--- src/rtl/nbbc_pkg.sv ---
package nbbc_pkg;

    localparam int CHAN_W    = 8;
    localparam int POS_W     = 12;
    localparam int SIZE_W    = 13;
    localparam int CFG_IDX_W = 2;
    localparam int CFG_DATA_W = 13;

    localparam logic [CFG_IDX_W-1:0] REG_FRAME_WIDTH     = 2'd0;
    localparam logic [CFG_IDX_W-1:0] REG_FRAME_HEIGHT    = 2'd1;
    localparam logic [CFG_IDX_W-1:0] REG_WHITE_THRESHOLD = 2'd2;

    localparam logic [SIZE_W-1:0] FRAME_WIDTH_RESET     = 13'd640;
    localparam logic [SIZE_W-1:0] FRAME_HEIGHT_RESET    = 13'd480;
    localparam logic [CHAN_W-1:0] WHITE_THRESHOLD_RESET = 8'd200;

    typedef struct packed {
        logic [CHAN_W-1:0] blue;
        logic [CHAN_W-1:0] green;
        logic [CHAN_W-1:0] red;
    } pixel_t;

    typedef struct packed {
        logic [POS_W-1:0]  crop_left;
        logic [POS_W-1:0]  crop_top;
        logic [SIZE_W-1:0] crop_width;
        logic [SIZE_W-1:0] crop_height;
        logic              frame_empty;
    } crop_t;

    typedef struct packed {
        logic [SIZE_W-1:0] frame_width;
        logic [SIZE_W-1:0] frame_height;
        logic [CHAN_W-1:0] white_threshold;
    } cfg_t;

    typedef struct packed {
        logic  frame_last;
        crop_t result;
    } track_t;

endpackage

--- src/rtl/nbbc_if.sv ---
interface nbbc_pixel_if
    import nbbc_pkg::*;
();
    logic              valid;
    logic              ready;
    logic [CHAN_W-1:0] blue;
    logic [CHAN_W-1:0] green;
    logic [CHAN_W-1:0] red;

    modport source (output valid, output blue, output green, output red, input ready);
    modport sink   (input valid, input blue, input green, input red, output ready);
endinterface

interface nbbc_crop_if
    import nbbc_pkg::*;
();
    logic              valid;
    logic              ready;
    logic [POS_W-1:0]  crop_left;
    logic [POS_W-1:0]  crop_top;
    logic [SIZE_W-1:0] crop_width;
    logic [SIZE_W-1:0] crop_height;
    logic              frame_empty;

    modport source (
        output valid, output crop_left, output crop_top, output crop_width,
        output crop_height, output frame_empty, input ready
    );
    modport sink (
        input valid, input crop_left, input crop_top, input crop_width,
        input crop_height, input frame_empty, output ready
    );
endinterface

--- src/rtl/nbbc_cfg_regs.sv ---
module nbbc_cfg_regs
    import nbbc_pkg::*;
(
    input  logic                  clk,
    input  logic                  rst_n,
    input  logic                  cfg_we,
    input  logic [CFG_IDX_W-1:0]  cfg_index,
    input  logic [CFG_DATA_W-1:0] cfg_data,
    output cfg_t                  cfg
);

    logic [SIZE_W-1:0] frame_width_reg;
    logic [SIZE_W-1:0] frame_height_reg;
    logic [CHAN_W-1:0] white_threshold_reg;

    always_ff @(posedge clk or negedge rst_n)
    begin
        if (!rst_n)
        begin
            frame_width_reg     <= FRAME_WIDTH_RESET;
            frame_height_reg    <= FRAME_HEIGHT_RESET;
            white_threshold_reg <= WHITE_THRESHOLD_RESET;
        end
        else if (cfg_we)
        begin
            case (cfg_index)
                REG_FRAME_WIDTH:     frame_width_reg     <= cfg_data[SIZE_W-1:0];
                REG_FRAME_HEIGHT:    frame_height_reg    <= cfg_data[SIZE_W-1:0];
                REG_WHITE_THRESHOLD: white_threshold_reg <= cfg_data[CHAN_W-1:0];
                default:             ;
            endcase
        end
    end

    assign cfg.frame_width     = frame_width_reg;
    assign cfg.frame_height    = frame_height_reg;
    assign cfg.white_threshold = white_threshold_reg;

endmodule

--- src/rtl/nbbc_tracker.sv ---
module nbbc_tracker
    import nbbc_pkg::*;
#(
    parameter int MAX_WIDTH  = 4096,
    parameter int MAX_HEIGHT = 4096
)
(
    input  logic   clk,
    input  logic   rst_n,
    input  logic   step,
    input  pixel_t pix,
    input  cfg_t   cfg,
    output track_t track
);

    localparam int CW  = $clog2(MAX_WIDTH);
    localparam int RW  = $clog2(MAX_HEIGHT);
    localparam int CSW = (CW + 1 > SIZE_W) ? CW + 1 : SIZE_W;
    localparam int RSW = (RW + 1 > SIZE_W) ? RW + 1 : SIZE_W;
    localparam int CXW = (CW > POS_W) ? CW : POS_W;
    localparam int RXW = (RW > POS_W) ? RW : POS_W;

    logic [CW-1:0] col_reg;
    logic [RW-1:0] row_reg;
    logic [CW-1:0] least_col_reg;
    logic [CW-1:0] greatest_col_reg;
    logic [RW-1:0] least_row_reg;
    logic [RW-1:0] greatest_row_reg;
    logic          seen_reg;

    logic [CSW-1:0] fw;
    logic [CSW-1:0] last_col;
    logic [RSW-1:0] fh;
    logic [RSW-1:0] last_row;
    logic           row_end;
    logic           frame_last;
    logic           content;

    logic [CW-1:0] least_col_next;
    logic [CW-1:0] greatest_col_next;
    logic [RW-1:0] least_row_next;
    logic [RW-1:0] greatest_row_next;
    logic          seen_next;

    logic [CW:0]    col_span;
    logic [RW:0]    row_span;
    logic [CSW-1:0] col_span_x;
    logic [RSW-1:0] row_span_x;
    logic [CXW-1:0] left_x;
    logic [RXW-1:0] top_x;

    always_comb
    begin
        fw = CSW'(cfg.frame_width);
        if (fw == '0)
            last_col = '0;
        else if (fw > CSW'(MAX_WIDTH))
            last_col = CSW'(MAX_WIDTH - 1);
        else
            last_col = fw - CSW'(1);

        fh = RSW'(cfg.frame_height);
        if (fh == '0)
            last_row = '0;
        else if (fh > RSW'(MAX_HEIGHT))
            last_row = RSW'(MAX_HEIGHT - 1);
        else
            last_row = fh - RSW'(1);
    end

    assign row_end    = CSW'(col_reg) >= last_col;
    assign frame_last = row_end && (RSW'(row_reg) >= last_row);
    assign content    = (pix.blue < cfg.white_threshold) ||
                        (pix.green < cfg.white_threshold) ||
                        (pix.red < cfg.white_threshold);

    always_comb
    begin
        least_col_next    = least_col_reg;
        greatest_col_next = greatest_col_reg;
        least_row_next    = least_row_reg;
        greatest_row_next = greatest_row_reg;
        if (content)
        begin
            if (!seen_reg || col_reg < least_col_reg)
                least_col_next = col_reg;
            if (!seen_reg || col_reg > greatest_col_reg)
                greatest_col_next = col_reg;
            if (!seen_reg || row_reg < least_row_reg)
                least_row_next = row_reg;
            if (!seen_reg || row_reg > greatest_row_reg)
                greatest_row_next = row_reg;
        end
    end

    assign seen_next = seen_reg || content;

    assign col_span   = {1'b0, greatest_col_next} - {1'b0, least_col_next} + (CW+1)'(1);
    assign row_span   = {1'b0, greatest_row_next} - {1'b0, least_row_next} + (RW+1)'(1);
    assign col_span_x = CSW'(col_span);
    assign row_span_x = RSW'(row_span);
    assign left_x     = CXW'(least_col_next);
    assign top_x      = RXW'(least_row_next);

    always_comb
    begin
        track.frame_last = frame_last;
        if (seen_next)
        begin
            track.result.crop_left   = left_x[POS_W-1:0];
            track.result.crop_top    = top_x[POS_W-1:0];
            track.result.crop_width  = col_span_x[SIZE_W-1:0];
            track.result.crop_height = row_span_x[SIZE_W-1:0];
            track.result.frame_empty = 1'b0;
        end
        else
        begin
            track.result.crop_left   = '0;
            track.result.crop_top    = '0;
            track.result.crop_width  = '0;
            track.result.crop_height = '0;
            track.result.frame_empty = 1'b1;
        end
    end

    always_ff @(posedge clk or negedge rst_n)
    begin
        if (!rst_n)
        begin
            col_reg          <= '0;
            row_reg          <= '0;
            least_col_reg    <= '1;
            greatest_col_reg <= '0;
            least_row_reg    <= '1;
            greatest_row_reg <= '0;
            seen_reg         <= 1'b0;
        end
        else if (step)
        begin
            if (frame_last)
            begin
                col_reg          <= '0;
                row_reg          <= '0;
                least_col_reg    <= '1;
                greatest_col_reg <= '0;
                least_row_reg    <= '1;
                greatest_row_reg <= '0;
                seen_reg         <= 1'b0;
            end
            else
            begin
                least_col_reg    <= least_col_next;
                greatest_col_reg <= greatest_col_next;
                least_row_reg    <= least_row_next;
                greatest_row_reg <= greatest_row_next;
                seen_reg         <= seen_next;
                if (row_end)
                begin
                    col_reg <= '0;
                    row_reg <= row_reg + RW'(1);
                end
                else
                begin
                    col_reg <= col_reg + CW'(1);
                end
            end
        end
    end

endmodule

--- src/rtl/nonwhite_bounding_box_crop.sv ---
// Finds the bounding box of non-white content in an RGB frame streamed one pixel per
// beat in raster order, and gives one crop beat (left, top, width, height, empty flag)
// on the last pixel of each frame. It takes one pixel every clock cycle; a pixel is
// registered, then its compare and min/max update run combinationally into the result
// register, which captures the result when the last pixel of its frame leaves the pixel
// register. Only the last pixel of a frame waits, and only while the previous result has
// not yet been taken. Sizes of 0 act as 1 and sizes above MAX_WIDTH or MAX_HEIGHT act as
// those maxima; write the registers only while no beat is in flight.
module nonwhite_bounding_box_crop
    import nbbc_pkg::*;
#(
    parameter int MAX_WIDTH  = 4096,
    parameter int MAX_HEIGHT = 4096
)
(
    input  logic                  clk,
    input  logic                  rst_n,
    input  logic                  cfg_we,
    input  logic [CFG_IDX_W-1:0]  cfg_index,
    input  logic [CFG_DATA_W-1:0] cfg_data,
    nbbc_pixel_if.sink            pixel,
    nbbc_crop_if.source           crop
);

    cfg_t   cfg;
    track_t track;

    pixel_t pix_reg;
    logic   pix_valid_reg;
    crop_t  crop_reg;
    logic   crop_valid_reg;
    logic   advance;

    nbbc_cfg_regs u_cfg_regs (
        .clk       (clk),
        .rst_n     (rst_n),
        .cfg_we    (cfg_we),
        .cfg_index (cfg_index),
        .cfg_data  (cfg_data),
        .cfg       (cfg)
    );

    nbbc_tracker #(
        .MAX_WIDTH  (MAX_WIDTH),
        .MAX_HEIGHT (MAX_HEIGHT)
    ) u_tracker (
        .clk   (clk),
        .rst_n (rst_n),
        .step  (advance),
        .pix   (pix_reg),
        .cfg   (cfg),
        .track (track)
    );

    assign advance     = pix_valid_reg && (!track.frame_last || !crop_valid_reg || crop.ready);
    assign pixel.ready = !pix_valid_reg || advance;

    // hold the pixel beat until the tracker takes it
    always_ff @(posedge clk or negedge rst_n)
    begin
        if (!rst_n)
            pix_valid_reg <= 1'b0;
        else if (pixel.valid && pixel.ready)
            pix_valid_reg <= 1'b1;
        else if (advance)
            pix_valid_reg <= 1'b0;
    end

    always_ff @(posedge clk)
    begin
        if (pixel.valid && pixel.ready)
        begin
            pix_reg.blue  <= pixel.blue;
            pix_reg.green <= pixel.green;
            pix_reg.red   <= pixel.red;
        end
    end

    always_ff @(posedge clk or negedge rst_n)
    begin
        if (!rst_n)
            crop_valid_reg <= 1'b0;
        else if (advance && track.frame_last)
            crop_valid_reg <= 1'b1;
        else if (crop.ready)
            crop_valid_reg <= 1'b0;
    end

    always_ff @(posedge clk)
    begin
        if (advance && track.frame_last)
            crop_reg <= track.result;
    end

    assign crop.valid       = crop_valid_reg;
    assign crop.crop_left   = crop_reg.crop_left;
    assign crop.crop_top    = crop_reg.crop_top;
    assign crop.crop_width  = crop_reg.crop_width;
    assign crop.crop_height = crop_reg.crop_height;
    assign crop.frame_empty = crop_reg.frame_empty;

endmodule
--- src/flat_wrapper.sv ---
// flat-port wrapper written by rule: the top's interface ports become plain ports
module nonwhite_bounding_box_crop_flat import nbbc_pkg::*;
#(
    parameter int MAX_WIDTH  = 4096,
    parameter int MAX_HEIGHT = 4096
)
  (clk, rst_n, cfg_we, cfg_index, cfg_data, pixel_valid, pixel_blue, pixel_green, pixel_red, pixel_ready, crop_valid, crop_crop_left, crop_crop_top, crop_crop_width, crop_crop_height, crop_frame_empty, crop_ready);
  nbbc_pixel_if pixel_i ();
  nbbc_crop_if crop_i ();
  input  logic clk;
  input  logic rst_n;
  input  logic cfg_we;
  input  logic [CFG_IDX_W-1:0] cfg_index;
  input  logic [CFG_DATA_W-1:0] cfg_data;
  input wire logic [$bits(pixel_i.valid)-1:0] pixel_valid;
  input wire logic [$bits(pixel_i.blue)-1:0] pixel_blue;
  input wire logic [$bits(pixel_i.green)-1:0] pixel_green;
  input wire logic [$bits(pixel_i.red)-1:0] pixel_red;
  output wire logic [$bits(pixel_i.ready)-1:0] pixel_ready;
  output wire logic [$bits(crop_i.valid)-1:0] crop_valid;
  output wire logic [$bits(crop_i.crop_left)-1:0] crop_crop_left;
  output wire logic [$bits(crop_i.crop_top)-1:0] crop_crop_top;
  output wire logic [$bits(crop_i.crop_width)-1:0] crop_crop_width;
  output wire logic [$bits(crop_i.crop_height)-1:0] crop_crop_height;
  output wire logic [$bits(crop_i.frame_empty)-1:0] crop_frame_empty;
  input wire logic [$bits(crop_i.ready)-1:0] crop_ready;
  assign pixel_i.valid = pixel_valid;
  assign pixel_i.blue = pixel_blue;
  assign pixel_i.green = pixel_green;
  assign pixel_i.red = pixel_red;
  assign pixel_ready = pixel_i.ready;
  assign crop_valid = crop_i.valid;
  assign crop_crop_left = crop_i.crop_left;
  assign crop_crop_top = crop_i.crop_top;
  assign crop_crop_width = crop_i.crop_width;
  assign crop_crop_height = crop_i.crop_height;
  assign crop_frame_empty = crop_i.frame_empty;
  assign crop_i.ready = crop_ready;
  nonwhite_bounding_box_crop #(.MAX_WIDTH(MAX_WIDTH), .MAX_HEIGHT(MAX_HEIGHT)) u_core (.clk(clk), .rst_n(rst_n), .cfg_we(cfg_we), .cfg_index(cfg_index), .cfg_data(cfg_data), .pixel(pixel_i), .crop(crop_i));
endmodule
--- config.mk ---
export PLATFORM = sky130hd
export DESIGN_NAME = nonwhite_bounding_box_crop_flat
export DESIGN_NICKNAME = d
export VERILOG_FILES = /design/src/rtl/nbbc_pkg.sv /design/src/rtl/nbbc_if.sv /design/src/rtl/nbbc_cfg_regs.sv /design/src/rtl/nbbc_tracker.sv /design/src/rtl/nonwhite_bounding_box_crop.sv /design/src/flat_wrapper.sv
export SDC_FILE = /design/constraint.sdc
export NUM_CORES = 1
export LEC_CHECK = 0
export BUFFER_PORTS_ARGS = -buffer_cell sky130_fd_sc_hd__clkbuf_2
export CAP_MARGIN = 20
export CORE_MARGIN = 1.5
export CORE_UTILIZATION = 57
export CTS_CLUSTER_DIAMETER = 40
export DETAILED_ROUTE_END_ITERATION = 10
export PLACE_DENSITY = 0.76
export RECOVER_POWER = 100
export SLEW_MARGIN = 10
export SYNTH_ARGS = -nofsm -noshare
export SYNTH_HDL_FRONTEND = slang
export SYNTH_SLANG_ARGS = --single-unit
--- constraint.sdc ---
create_clock -name clk -period 10.7 [get_ports clk]
set_input_delay 1.07 -clock clk [delete_from_list [all_inputs] [get_ports clk]]
set_output_delay 1.07 -clock clk [all_outputs]
set_load 0.03 [all_outputs]
==> run metrics <==
crit-path most repeated cell ha_1; clk slew on worst S/H paths around 0.07 ns; Longest Clk Path Bufs 2; final worst setup slack between 3 and 4 ns; ranking of synthesized cells by area edfxtp_1, dfrtp_1, ha_1, dfstp_2, a21oi_1; Worst R2R End u_core.u_tracker.least_col_reg[10]; CP Data Required Time roughly 11 ns; CP Launch Type flip-flop; first-pass GRT wire length between 40000 and 50000 um; H-tree lvl count 4; Max IR drop VDD approximately 0.00022 V; crit end category flip-flop; layout cells sized above 1 0.133; min Tclk post-route 7.34 ns; Hold Fails Final Rpt 0; sequential fraction of the synthesis area 0.418; Total Power 4.98 mW; # port buffers 96; WHS Endpoint u_core.u_cfg_regs.white_threshold_reg[1]; WHS Path Cells 1; Final ANT Viol Nets 0; Synth area leader edfxtp_1; Slew headroom -1.57; Mean Syn Cell Area approximately 10 um^2; wire length per cell 17.3 um; power per cell area ~380 mW/mm^2; worst reg-to-reg path cell count 17; # DRC 0; post-CTS setup buffers 0; Final HPWL DP between 15000 and 20000 um; Seq cells post-synth 184; Num CTS Buffers 17; unique cell type count in the Yosys netlist 77; Worst path slowest cell clkbuf_1; root buffer cell clkbuf_16; RePlAce Congestion around 0.85; Fillers between 1.5k and 2k; Synth Cell Area between 0.01 and 0.015 mm^2; CTS tree done; pre-CTS setup slack 5.12 ns; vias in the first global route about 8.9k; number of enable flip-flop cells after synthesis 75; Critical Path Max Stage Delay around 1.6 ns; initial antenna violation count 0; fin nets 1440; commonest non-fill, non-tap cell in the layout ha_1; Worst Hold Class reg2reg; worst-margin pin slew about 3.9 ns; Worst Clk Skew about 0.0093 ns; status complete, but fails checks; worst path cell trace inv_1 > ha_1 > or3b_1 > or3_1 > nor4_1 > nand2_2 > o21ai_2 > o21a_1 > ha_1 > o21ai_0 > a21oi_1 > o31ai_1 > a41oi_1 > a21oi_4 > clkbuf_1 > nand2_1 > a31oi_2; highest clock rate between 100 and 150 MHz; initial core utilization 0.587; CP arrival ~7.7 ns; hold path start u_core.u_cfg_regs.white_threshold_reg[1]; Worst Setup Path Type reg2reg; die area 0.0219 mm^2; routed vias/inst around 6.0; CTS Hold Buffers Added 0; Fin Setup TNS 0 ns; R2R Setup Slk 3.36 ns; top-area cell type share of the netlist area 0.188; Largest register FFs 24; CTS sink count ~180; die height around 150 um; most frequent cells in the layout ha_1, nand2_1, a21oi_1; Max-cap violations 8; Post-CTS Resized 0; Pleak 5.79 nW; clk_lat worst skew 0.44 ns; RSZ-0062 raised after global routing no; grt ovf 0; max-slew violations about 350; vias post-DR about 9k; largest net degree at the start of global routing 84; diodes inserted 0; area growth from synthesis to layout 8.98%; Starting DRT DRC Count approximately 540; Pre-antenna DRT Iters 5; area post-placement ~0.013 mm^2; WL final 26600 um; Design Area, Final roughly 0.013 mm^2; Finished Core Util 0.640; die width around 150 um; period utilization 0.686; ys flop type dfrtp_1; Tot GR Track Use 0.251; Post-Synthesis Cells 1190; Post-Syn Nets 1377; FP Rows 52; number of synthesis warnings 0; Core ar. 0.0204 mm^2; failing checks max-capacitance violations, max-slew violations; final setup fails 0; share of synthesized registers carrying an async set or reset 0.592; r2r startpoint u_core.u_cfg_regs.frame_width_reg[0]; worst-path maximum fanout 52; boundary pin count between 90 and 100
## cells by family (layout without fill, tap and decap cells)
kind of cell    Yosys count  count (layout)  share of synthesized area
compound gates          314             314                      0.180
buf+inv                 139             215                     0.0482
fa+ha+maj               143             143                      0.150
simple gates            342             342                      0.146
xor+xnor                 30              30                     0.0219
mux                      38              38                     0.0354
flops                   184             184                      0.418
## per-layer routing
layer,vias to the layer above,track usage,wire [um]
met5,-,0,0
met4,0,0.0851,658
met3,60,0.0457,1360
met2,285,0.409,12400
met1,4422,0.339,12100
li1,4489,-,-
## cells in the mapped netlist (all sizes together) (3+ instances only)
library cell	instances
a2111oi	5
a211o	5
a211oi	4
a21o	10
a21oi	90
a22o	32
a22oi	4
a31oi	29
a41oi	3
and2	5
and3	15
and3b	20
buf	28
clkbuf	34
dfrtp	76
dfstp	33
edfxtp	75
ha	141
inv	77
mux2	36
nand2	91
nand2b	12
nand3	44
nand4	11
nor2	80
nor2b	17
nor3	16
nor4	8
o211ai	6
o21a	20
o21ai	64
o31ai	31
or3	8
or4	3
xnor2	10
xor2	20
## how the worst max path moves through the flow
stage                                                     from                            endpoint  slack [ns]
after global placement    u_core.u_cfg_regs.frame_width_reg[0]                         pixel_ready        5.28
after global routing      u_core.u_cfg_regs.frame_width_reg[0]   u_core.u_tracker.least_col_reg[3]        2.79
final                     u_core.u_cfg_regs.frame_width_reg[0]  u_core.u_tracker.least_col_reg[10]        3.36
after detailed placement  u_core.u_cfg_regs.frame_width_reg[0]                         pixel_ready        5.12
after CTS                 u_core.u_cfg_regs.frame_width_reg[0]                         pixel_ready        4.63
after floorplan           u_core.u_cfg_regs.frame_width_reg[0]                         pixel_ready        5.92
## critical path: cells and delay by family (launching register included)
family,cells,cell delay (ns)
AOI/OAI and AO/OA,8,2.42
DFF,1,0.39
buffers and inverters,2,1.65
adders and majority gates,2,0.40
and+or+nand+nor,5,2.35
## power breakdown
group	switching (mW)	internal, mW
Combinational	1.76	1.32
Clock	0.282	0.371
Sequential	0.170	1.08
## layout make-up
class                      count  area (um^2)  share of cell area
timing repair buffer         106          469              0.0359
multi-input combinational    867         6360               0.486
clock inverter                13          166              0.0127
tap                          270          338              0.0258
clock buffer                  19          433              0.0331
inverter                      77          289              0.0221
sequential                   184         5020               0.384
## per-stage QoR
step           hold slack (ns)  instances
2_1_floorplan            0.476       1190
3_3_place_gp             0.490       1502
3_5_place_dp             0.495       1502
4_1_cts                  0.511       1534
5_1_grt                  0.524       1536
6_report                 0.510       1536
(Power assumes the default switching activity.)
